$ cat src/hdl/mpetm_pkg.sv
`timescale 1ns / 1ps
package mpetm_pkg;

  localparam int LEVELS_W = 16;
  localparam int TS_W     = 32;
  localparam int IDX_W    = 4;
  localparam int STAT_W   = 32;
  localparam int CFG_W    = 5;

  localparam logic [CFG_W-1:0] PIN_COUNT_RESET = 5'd16;

  typedef struct packed {
    logic [LEVELS_W-1:0] pin_levels;
    logic [TS_W-1:0]     timestamp;
  } sample_t;

  typedef struct packed {
    logic [IDX_W-1:0]  pin_index;
    logic              new_level;
    logic [STAT_W-1:0] low_total;
    logic [STAT_W-1:0] high_total;
    logic [STAT_W-1:0] shortest_low;
    logic [STAT_W-1:0] change_count;
    logic              last_of_run;
  } result_t;

  typedef logic [CFG_W-1:0] cfg_t;

endpackage

$ cat src/hdl/mpetm_chan_if.sv
`timescale 1ns / 1ps
interface mpetm_chan_if #(parameter type T = logic);
  logic valid;
  logic ready;
  T     data;

  modport source (output valid, output data, input ready);
  modport sink (input valid, input data, output ready);
endinterface

$ cat src/hdl/mpetm_ram.sv
`timescale 1ns / 1ps
module mpetm_ram #(
  parameter int WIDTH = 32,
  parameter int DEPTH = 16
) (
  input  logic                                    clk,
  input  logic                                    we,
  input  logic [((DEPTH > 1) ? $clog2(DEPTH) : 1)-1:0] waddr,
  input  logic [WIDTH-1:0]                        wdata,
  input  logic                                    re,
  input  logic [((DEPTH > 1) ? $clog2(DEPTH) : 1)-1:0] raddr,
  output logic [WIDTH-1:0]                        rdata
);

  logic [WIDTH-1:0] mem [DEPTH];

  always_ff @(posedge clk) begin
    if (we) begin
      mem[waddr] <= wdata;
    end
    // read returns the old word on a same-address write
    if (re) begin
      rdata <= mem[raddr];
    end
  end

endmodule

$ cat src/hdl/multi_pin_edge_timing_monitor.sv
`timescale 1ns / 1ps
// Edge timing monitor for up to sixteen pins.
// sample (sink): pin_levels and timestamp of one sample, taken on valid && ready.
// result (source): one item per monitored pin that changed, lowest pin first,
//   last_of_run set on the final item of a sample.
// cfg (sink): pin_count, always ready; write only while the block is idle.
// Per-pin statistics live in one RAM word per pin (last edge time, low and high
// totals, shortest low time, edge count); each edge reads its word, updates it
// and writes it back, with the previous write forwarded on a same-pin read.
// The first item of a sample passes the pending edge list, the RAM read, the update
// stage and the output register. One result item per cycle while the receiver takes
// them; a new sample is accepted as the last pending edge of the old one is issued.
// A sample with no reported edge still updates the stored levels and emits nothing.
// Reset clears the levels, sets pin_count to 16 and marks every RAM word invalid;
// an invalid word reads as zero with the shortest low time all ones.
// When the receiver stalls, the output register holds its item, the update
// stage waits, and a new sample is taken only while the pending edge list is empty.
module multi_pin_edge_timing_monitor
  import mpetm_pkg::*;
#(
  parameter int PIN_COUNT  = 16,
  parameter int TIME_WIDTH = 32
) (
  input  logic  clk,
  input  logic  rst,
  mpetm_chan_if.sink   sample,
  mpetm_chan_if.source result,
  mpetm_chan_if.sink   cfg
);

  localparam int LANES = (PIN_COUNT < LEVELS_W) ? PIN_COUNT : LEVELS_W;
  localparam int PIN_W = (LANES > 1) ? $clog2(LANES) : 1;

  typedef struct packed {
    logic [TIME_WIDTH-1:0] last_edge;
    logic [TIME_WIDTH-1:0] low_acc;
    logic [TIME_WIDTH-1:0] high_acc;
    logic [TIME_WIDTH-1:0] min_low;
    logic [TIME_WIDTH-1:0] edges;
  } entry_t;

  localparam int ENTRY_W = $bits(entry_t);
  localparam entry_t ENTRY_RESET = '{last_edge: '0, low_acc: '0, high_acc: '0,
                                     min_low: '1, edges: '0};

  logic [CFG_W-1:0]      pin_count;
  logic [LEVELS_W-1:0]   prev_levels;
  logic [LANES-1:0]      watch_mask;
  logic [LANES-1:0]      pending;
  logic [LANES-1:0]      pending_rest;
  logic [LANES-1:0]      issue_bit;
  logic [PIN_W-1:0]      issue_pin;
  logic [LANES-1:0]      job_levels;
  logic [TIME_WIDTH-1:0] job_now;
  logic                  issue;
  logic                  sample_fire;
  logic                  out_free;
  logic                  adv;

  logic                  m_valid;
  logic                  m_fire;
  logic [PIN_W-1:0]      m_pin;
  logic                  m_level;
  logic [TIME_WIDTH-1:0] m_now;
  logic                  m_last;
  logic                  m_hit;

  logic [LANES-1:0]      entry_valid;
  logic [ENTRY_W-1:0]    ram_rdata;
  logic                  wr_en_q;
  logic [PIN_W-1:0]      wr_addr_q;
  entry_t                wr_data_q;
  entry_t                cur;
  entry_t                upd;
  logic [TIME_WIDTH-1:0] elapsed;
  logic [TIME_WIDTH:0]   low_sum;
  logic [TIME_WIDTH:0]   high_sum;

  logic                  out_valid;
  result_t               out_q;

  // configuration
  assign cfg.ready = 1'b1;

  always_ff @(posedge clk) begin
    if (rst) begin
      pin_count <= PIN_COUNT_RESET;
    end else if (cfg.valid) begin
      pin_count <= cfg.data;
    end
  end

  // edge detection and pending edge list
  always_comb begin
    for (int i = 0; i < LANES; i++) begin
      watch_mask[i] = (sample.data.pin_levels[i] ^ prev_levels[i]) &&
                      (CFG_W'(i) < pin_count);
    end
  end

  assign issue_bit    = pending & (~pending + LANES'(1));
  assign pending_rest = pending & ~issue_bit;

  always_comb begin
    issue_pin = '0;
    for (int i = 0; i < LANES; i++) begin
      if (issue_bit[i]) begin
        issue_pin = PIN_W'(i);
      end
    end
  end

  assign out_free     = !out_valid || result.ready;
  assign m_fire       = m_valid && out_free;
  assign adv          = !m_valid || out_free;
  assign issue        = adv && (pending != '0);
  assign sample.ready = (pending == '0) || (issue && (pending_rest == '0));
  assign sample_fire  = sample.valid && sample.ready;

  always_ff @(posedge clk) begin
    if (rst) begin
      pending     <= '0;
      prev_levels <= '0;
    end else if (sample_fire) begin
      pending     <= watch_mask;
      prev_levels <= sample.data.pin_levels;
    end else if (issue) begin
      pending     <= pending_rest;
    end
  end

  always_ff @(posedge clk) begin
    if (sample_fire) begin
      job_levels <= sample.data.pin_levels[LANES-1:0];
      job_now    <= TIME_WIDTH'(sample.data.timestamp);
    end
  end

  // update stage, fed by the RAM read issued with the pin that it now holds
  always_ff @(posedge clk) begin
    if (rst) begin
      m_valid <= 1'b0;
    end else if (adv) begin
      m_valid <= issue;
    end
  end

  always_ff @(posedge clk) begin
    if (issue) begin
      m_pin   <= issue_pin;
      m_level <= job_levels[issue_pin];
      m_now   <= job_now;
      m_last  <= (pending_rest == '0);
      m_hit   <= entry_valid[issue_pin];
    end
  end

  mpetm_ram #(
    .WIDTH (ENTRY_W),
    .DEPTH (LANES)
  ) u_stat_ram (
    .clk   (clk),
    .we    (m_fire),
    .waddr (m_pin),
    .wdata (upd),
    .re    (issue),
    .raddr (issue_pin),
    .rdata (ram_rdata)
  );

  always_ff @(posedge clk) begin
    if (rst) begin
      entry_valid <= '0;
    end else if (m_fire) begin
      entry_valid[m_pin] <= 1'b1;
    end
  end

  // hold the last write; it coincided with the read now in the update stage
  always_ff @(posedge clk) begin
    if (rst) begin
      wr_en_q <= 1'b0;
    end else if (adv) begin
      wr_en_q <= m_fire;
    end
  end

  always_ff @(posedge clk) begin
    if (m_fire) begin
      wr_addr_q <= m_pin;
      wr_data_q <= upd;
    end
  end

  always_comb begin
    if (wr_en_q && (wr_addr_q == m_pin)) begin
      cur = wr_data_q;
    end else if (m_hit) begin
      cur = entry_t'(ram_rdata);
    end else begin
      cur = ENTRY_RESET;
    end
  end

  assign elapsed  = m_now - cur.last_edge;
  assign low_sum  = {1'b0, cur.low_acc} + {1'b0, elapsed};
  assign high_sum = {1'b0, cur.high_acc} + {1'b0, elapsed};

  always_comb begin
    upd = cur;
    if (m_level) begin
      upd.low_acc = low_sum[TIME_WIDTH] ? '1 : low_sum[TIME_WIDTH-1:0];
      if (elapsed < cur.min_low) begin
        upd.min_low = elapsed;
      end
    end else begin
      upd.high_acc = high_sum[TIME_WIDTH] ? '1 : high_sum[TIME_WIDTH-1:0];
    end
    upd.edges     = cur.edges + TIME_WIDTH'(1);
    upd.last_edge = m_now;
  end

  // output register
  always_ff @(posedge clk) begin
    if (rst) begin
      out_valid <= 1'b0;
    end else if (m_fire) begin
      out_valid <= 1'b1;
    end else if (result.ready) begin
      out_valid <= 1'b0;
    end
  end

  always_ff @(posedge clk) begin
    if (m_fire) begin
      out_q.pin_index    <= IDX_W'(m_pin);
      out_q.new_level    <= m_level;
      out_q.low_total    <= STAT_W'(upd.low_acc);
      out_q.high_total   <= STAT_W'(upd.high_acc);
      out_q.shortest_low <= STAT_W'(upd.min_low);
      out_q.change_count <= STAT_W'(upd.edges);
      out_q.last_of_run  <= m_last;
    end
  end

  assign result.valid = out_valid;
  assign result.data  = out_q;

`ifndef ASSERT_OFF
  a_no_read_while_stalled: assert property (@(posedge clk) disable iff (rst)
    (m_valid && !out_free) |-> !issue)
    else $error("RAM read issued while the update stage is stalled");

  a_written_entry_valid: assert property (@(posedge clk) disable iff (rst)
    m_fire |=> entry_valid[wr_addr_q])
    else $error("written entry not marked valid");

  a_accept_drains_list: assert property (@(posedge clk) disable iff (rst)
    sample_fire |-> ((pending == '0) || (issue && (pending_rest == '0))))
    else $error("sample accepted while edges are still pending");

  a_issue_one_pin: assert property (@(posedge clk) disable iff (rst)
    issue |-> $onehot(issue_bit))
    else $error("issue does not select exactly one pin");
`endif

endmodule

$ cat src/flat_wrapper.sv
// flat-port wrapper written by rule: the top's interface ports become plain ports
module multi_pin_edge_timing_monitor_flat import mpetm_pkg::*;
#(
  parameter int PIN_COUNT  = 16,
  parameter int TIME_WIDTH = 32
)
  (clk, rst, sample_valid, sample_data, sample_ready, result_valid, result_data, result_ready, cfg_valid, cfg_data, cfg_ready);
  mpetm_chan_if #(.T(sample_t)) sample_i ();
  mpetm_chan_if #(.T(result_t)) result_i ();
  mpetm_chan_if #(.T(cfg_t)) cfg_i ();
  input  logic clk;
  input  logic rst;
  input wire logic [$bits(sample_i.valid)-1:0] sample_valid;
  input wire logic [$bits(sample_i.data)-1:0] sample_data;
  output wire logic [$bits(sample_i.ready)-1:0] sample_ready;
  output wire logic [$bits(result_i.valid)-1:0] result_valid;
  output wire logic [$bits(result_i.data)-1:0] result_data;
  input wire logic [$bits(result_i.ready)-1:0] result_ready;
  input wire logic [$bits(cfg_i.valid)-1:0] cfg_valid;
  input wire logic [$bits(cfg_i.data)-1:0] cfg_data;
  output wire logic [$bits(cfg_i.ready)-1:0] cfg_ready;
  assign sample_i.valid = sample_valid;
  assign sample_i.data = sample_data;
  assign sample_ready = sample_i.ready;
  assign result_valid = result_i.valid;
  assign result_data = result_i.data;
  assign result_i.ready = result_ready;
  assign cfg_i.valid = cfg_valid;
  assign cfg_i.data = cfg_data;
  assign cfg_ready = cfg_i.ready;
  multi_pin_edge_timing_monitor #(.PIN_COUNT(PIN_COUNT), .TIME_WIDTH(TIME_WIDTH)) u_core (.clk(clk), .rst(rst), .sample(sample_i), .result(result_i), .cfg(cfg_i));
endmodule
$ cat config.mk
export PLATFORM = sky130hd
export DESIGN_NAME = multi_pin_edge_timing_monitor_flat
export DESIGN_NICKNAME = d
export VERILOG_FILES = /design/src/hdl/mpetm_pkg.sv /design/src/hdl/mpetm_chan_if.sv /design/src/hdl/mpetm_ram.sv /design/src/hdl/multi_pin_edge_timing_monitor.sv /design/src/flat_wrapper.sv
export SDC_FILE = /design/constraint.sdc
export NUM_CORES = 2
export LEC_CHECK = 0
export BUFFER_PORTS_ARGS = -buffer_cell sky130_fd_sc_hd__buf_2
export CAP_MARGIN = 20
export CORE_MARGIN = 5
export CORE_UTILIZATION = 38
export CTS_CLUSTER_SIZE = 20
export DETAILED_ROUTE_END_ITERATION = 10
export PLACE_DENSITY_LB_ADDON = 0.12
export REMOVE_ABC_BUFFERS = 1
export SLEW_MARGIN = 30
export SYNTH_ARGS = -nofsm -noshare
export SYNTH_HDL_FRONTEND = slang
export SYNTH_SLANG_ARGS = --single-unit
$ cat constraint.sdc
create_clock -name clk -period 49.2 [get_ports clk]
set_clock_uncertainty 0.2 [all_clocks]
set_input_delay 12.3 -clock clk [delete_from_list [all_inputs] [get_ports clk]]
set_output_delay 12.3 -clock clk [all_outputs]
set_load 0.005 [all_outputs]
# Yosys cells after proc, flatten, opt, wreduce, memory -nomap -nowiden
# Memories as Yosys holds them, arrays and structs flattened. A register that Yosys moved wholly into a read port is not among the register bits.
# Cells that the tools add are included.
# op_classes
n_addsub,5
order_cmp,20
n_eq_ne,1
mux,35
n_bitwise,21
n_reduce_logical,32
# op_table
cell,n
$mux W160,2
$mux W32,6
$add A32 B32 Y33,2
$lt A4 B5 Y1 const A,8
$add A32 B1 Y32 const B,1
$and A16 B16 Y16,2
$logic_not A16 Y1,2
$lt A32 B32 Y1,1
$mux W16,2
$mux W4,8
$not A16 Y16,2
$sub A32 B32 Y32,1
$logic_and A1 B1 Y1,22
$lt A3 B5 Y1 const A,4
$add A16 B1 Y16 const B,1
$or A16 B16 Y16,1
$reduce_bool A16 Y1,1
$xor A1 B1 Y1,16
$mux W3,4
$lt A1 B5 Y1 const A,2
$lt A2 B5 Y1 const A,2
$lt A4 B5 Y1 const B,2
$bmux W1 S4,2
$mux W1,8
7 further kinds,12
# word_totals
regBits,309
ram_bits,2560
in_bits,58
out_inout_bits,137
wordCells,137
memories,1
# mem_list
name,depth,width,rd,rd_clocked_by_memory_dff,write_ports,line_no,rtl
u_core.u_stat_ram.mem,16,160,1,1,1,mpetm_ram.sv:15,logic [WIDTH-1:0] mem [DEPTH];

# Logic depth before layout (Yosys ltp)
# depth
word_depth,20
mapped_depth,39
mapped_depth_nobuf,29

# By module
# From an unflattened synthesis, not the netlist that was laid out.
# unflattened
cells_unflattened,6435
hier_area_um2,122503.7
# by_module_without_submodules
mod,n_inst,cells_each,area_each_um2,seq_area_each_um2
mpetm_ram,1,4191,100901.8,81678.3
multi_pin_edge_timing_monitor,1,2244,21602.0,8718.4

# Worst setup path after synthesis
# Ideal clock, no wire load.
# synth_timing
path_type,input port to flip-flop
startpoint,in result_ready
endpoint,"mem u_core.u_stat_ram.mem[12][0] (netlist name), enable pin"
setup_ps,877
t_arrival_ps,27243
t_required_ps,48123
slack_ps,20881
stages,5
n_path_buf,0
path_cell_list,nand2b_1 nand2_1 inv_1 nand3_1 nor3_1
# synth_between
elab_chain_len,4
# synth_lines
element,line_no,rtl
from (decl),flat_wrapper.sv:18,input wire logic [$bits(result_i.ready)-1:0] result_ready;
$logic_or A1 B1 Y1,multi_pin_edge_timing_monitor.sv:113,assign out_free = !out_valid || result.ready;
$logic_and A1 B1 Y1,multi_pin_edge_timing_monitor.sv:114,assign m_fire = m_valid && out_free;
via u_core.m_fire,multi_pin_edge_timing_monitor.sv:61,logic m_fire;
$mux W1,mpetm_ram.sv:18,if (we) begin
$mux W1 (implied by the code),mpetm_ram.sv:19,mem[waddr] <= wdata;
to (decl),mpetm_ram.sv:15,
# The timed path passes the listed nets, and every way through them passes these cells.

# Final worst setup path
# layout_timing
startpoint,in result_ready
endpoint,out sample_ready
# layout_between
elab_chain_len,5
# layout_lines
element,line_no,rtl
$logic_or A1 B1 Y1,multi_pin_edge_timing_monitor.sv:113,
$logic_or A1 B1 Y1,multi_pin_edge_timing_monitor.sv:115,assign adv = !m_valid || out_free;
$logic_and A1 B1 Y1,multi_pin_edge_timing_monitor.sv:116,assign issue = adv && (pending != '0);
$logic_and A1 B1 Y1,multi_pin_edge_timing_monitor.sv:117,assign sample.ready = (pending == '0) || (issue && (pending_rest == '0));
$logic_or A1 B1 Y1,multi_pin_edge_timing_monitor.sv:117,
to (decl),flat_wrapper.sv:15,output wire logic [$bits(sample_i.ready)-1:0] sample_ready;
# No other way between the ends.

==> out/summary.json <==
{
  "ys_seq_area_share_pct": 71.8,
  "layout.nets": 10200,
  "via_per_inst": 5.58,
  "initialDrtViolationCount": 8070,
  "avgRoutedWirePerCell_um": 26.7,
  "antenna_found_initial": 19,
  "io-pin-count": 195,
  "global_route.overflow_total": 0,
  "fraction_of_final_layout_cells_with_drive_strength_greater_than_1_pct": 9.75,
  "timing_worst_slew_pin_value_ns": 1.08,
  "die_height_um": 585,
  "path_class": "in2out",
  "fp-row-count": 211,
  "syn_inst": 10100,
  "weighted_congestion_at_the_end_of_routability_driven_global_placement": 0.867,
  "first_global_vias": 79500,
  "final_max_slew_viol_count": 0,
  "clock-sinks": 3029,
  "cts_tree": "done",
  "number_of_flops_mapped_to_enable_cells_by_yosys": 2973,
  "final.min_clock_period_ns": 25.90,
  "fp.dieW_um": 585,
  "port_buffers": 193,
  "fmaxAchievable_ghz": 0.0386,
  "final-seq-area_sq_um": 90400,
  "numCtsBuffers": 339,
  "worst-path-max-fanout": 5,
  "dr_total_vias": 82200,
  "remaining_drc_errors": 0,
  "finalHoldViolations": 0,
  "setup-violations-final": 0,
  "clkTransAtPathRegs_ns": 0.06,
  "dp_hpwl_um": 209000,
  "min_path_type": "reg2reg",
  "clock_tree.buffer_depth": 4,
  "synth_warnings": 0,
  "cts-htree-levels": 5,
  "insertion_delay_ns": 0.95,
  "placement.setup.worst_slack_ns": 23.30,
  "maxCapViolations": 0,
  "timing.max_slew.rel_slack_pct": 27.0,
  "postCtsHoldBufs": 0,
  "die-area_sq_um": 343000,
  "core_area_sq_um": 330000,
  "gr-usage-all-layers_pct": 22.2,
  "start_util_pct": 38.1,
  "data_arrival_time_of_the_critical_path_ns": 13.40,
  "drt-total-wl_um": 392000,
  "async_flop_share_pct": 0,
  "multi_input_comb_area_sq_um": 32200,
  "number_of_distinct_library_cells_after_synthesis": 86,
  "grt_setup_unrepaired": "false",
  "crit_required_ns": 36.70,
  "synth-main-ff-cell": "edfxtp_1",
  "cts-root-buf": "clkbuf_16",
  "post_synth_instance_area_sq_um": 126000,
  "timing.critical_path.from_type": "input pin",
  "grt_start_max_net_pins": 161,
  "postRouteAntennaNets": 0,
  "wire_length_of_the_first_global_routing_pass_um": 564000,
  "outcome": "finished clean",
  "ys_seq_elements": 3029,
  "fin_ws_ns": 23.30,
  "endpoint_kind": "primary output",
  "final_min_period_over_clock_period_pct": 52.6,
  "detailedRoute.firstPassIterationCount": 6,
  "post_cts_resized": 0,
  "layout.filler_cells": 30200,
  "buffer_count_from_post_cts_setup_fixing": 0,
  "syn_area_per_cell_sq_um": 12.5,
  "area.growth.synth_to_final_pct": 13.1
}
## registers in the layout, indices dropped and copies added, names as in the netlist
signal	count
u_core.u_stat_ram.mem	2560
u_core.m_now	32
u_core.m_level	1
u_core.u_stat_ram.rdata	160
u_core.entry_valid	16
u_core.job_levels	16
u_core.m_pin	4
u_core.result.valid	1
u_core.m_hit	1
u_core.m_last	1
u_core.prev_levels	16
u_core.wr_data_q	160
u_core.wr_addr_q	4
u_core.wr_en_q	1
u_core.m_valid	1
u_core.job_now	32
u_core.pin_count	5
u_core.pending	16
u_core.result.data	2
## metal layers
| metal | vias up | part of all wire [%] | global-route usage [%] |
|---|---|---|---|
| met5 | - | 0.0069 | 0 |
| met4 | 4 | 2.8 | 6.29 |
| met3 | 499 | 6.2 | 2.77 |
| met2 | 2709 | 46 | 35.1 |
| met1 | 42100 | 45 | 32.3 |
| li1 | 36900 | - | - |
## cell usage in the layout (no fill, tap or decap), types with 116 or more instances in the layout
master / Yosys / routed
edfxtp_1: 2973 / 2973
nand2_1: 2812 / 2812
nand3_1: 1397 / 1396
clkbuf_16: 0 / 343
a311oi_1: 329 / 327
and3_1: 240 / 239
buf_4: 129 / 220
a21oi_1: 197 / 193
buf_2: 4 / 193
a31oi_1: 178 / 178
nor2_1: 168 / 156
ha_1: 116 / 116
## synthesized netlist by cell type (15+ instances only)
| cell | n | share of area (%) |
|---|---|---|
| edfxtp_1 | 2973 | 71 |
| a21oi_1 | 197 | 0.78 |
| nand3_1 | 1397 | 5.6 |
| clkbuf_1 | 607 | 1.8 |
| a211oi_1 | 15 | 0.089 |
| or3_1 | 50 | 0.25 |
| mux2i_1 | 42 | 0.33 |
| nor3_1 | 34 | 0.14 |
| ha_1 | 116 | 1.2 |
| a2bb2oi_1 | 22 | 0.15 |
| a31oi_1 | 178 | 0.88 |
| nor2_1 | 168 | 0.50 |
| o22a_1 | 26 | 0.18 |
| inv_1 | 83 | 0.25 |
| nor2b_1 | 15 | 0.075 |
| o21ai_0 | 105 | 0.42 |
| xor2_1 | 52 | 0.36 |
| a311oi_1 | 329 | 2.3 |
| buf_1 | 29 | 0.086 |
| o21a_1 | 23 | 0.14 |
| xnor2_1 | 95 | 0.66 |
| and3_1 | 240 | 1.2 |
| a21o_1 | 41 | 0.24 |
| buf_4 | 129 | 0.77 |
| nand2_1 | 2812 | 8.4 |
| dfxtp_1 | 56 | 0.89 |
## stage by stage
stage	hold WS, ns	setup TNS (ns)	instance area, sq um	utilization, %	std cells
after floorplan	0.200	-7283.15	122000	-	9287
after global placement	0.203	0	131000	39.8	14100
after detailed placement	0.206	0	132000	39.9	14100
after CTS	0.224	0	142000	43.1	14700
after global routing	0.236	0	142000	43.1	14700
final	0.219	0	142000	43.1	14700
## final timing paths
| path | endpoint | from | cells past startpoint | slack [ns] |
|---|---|---|---|---|
| setup reg to reg | u_core.u_stat_ram.mem[5][73] | u_core.m_pin[1] | 23 | 38.32 |
| setup / recovery | sample_ready | result_ready | 6 | 23.30 |
| hold reg to reg | u_core.m_now[16] | u_core.job_now[16] | 0 | 0.22 |
| hold / removal | u_core.m_now[16] | u_core.job_now[16] | 0 | 0.22 |
## cells by family after synthesis
| group | share of synthesized area, % |
|---|---|
| adder cells (fa/ha/maj) | 1.28 |
| multiplexers | 0.352 |
| AO/OA/AOI/OAI | 6.02 |
| AND/OR/NAND/NOR | 16.5 |
| buffers and inverters | 2.98 |
| XOR/XNOR | 1.02 |
| flip-flops | 71.8 |
| other | 0.00298 |
## worst max-delay path, stage by stage
cell	delay [ns]
buf_2	0.10
nor2b_1	0.29
nand2_1	0.21
a21oi_1	0.26
inv_1	0.09
buf_2	0.14
## layout make-up
class / instances / area share, %
Timing Repair Buffer: 443 / 2.24
Sequential cell: 3029 / 63.5
Clock buffer: 426 / 6.28
Clock inverter: 185 / 1.21
Antenna cell: 5 / 0.00879
Inverter: 87 / 0.252
Multi-Input combinational cell: 6171 / 22.6
Tap cell: 4366 / 3.84
Power is left out: the tool's default activity adds up to more than one toggle a clock period on the data nets, which glitch-free logic cannot reach.
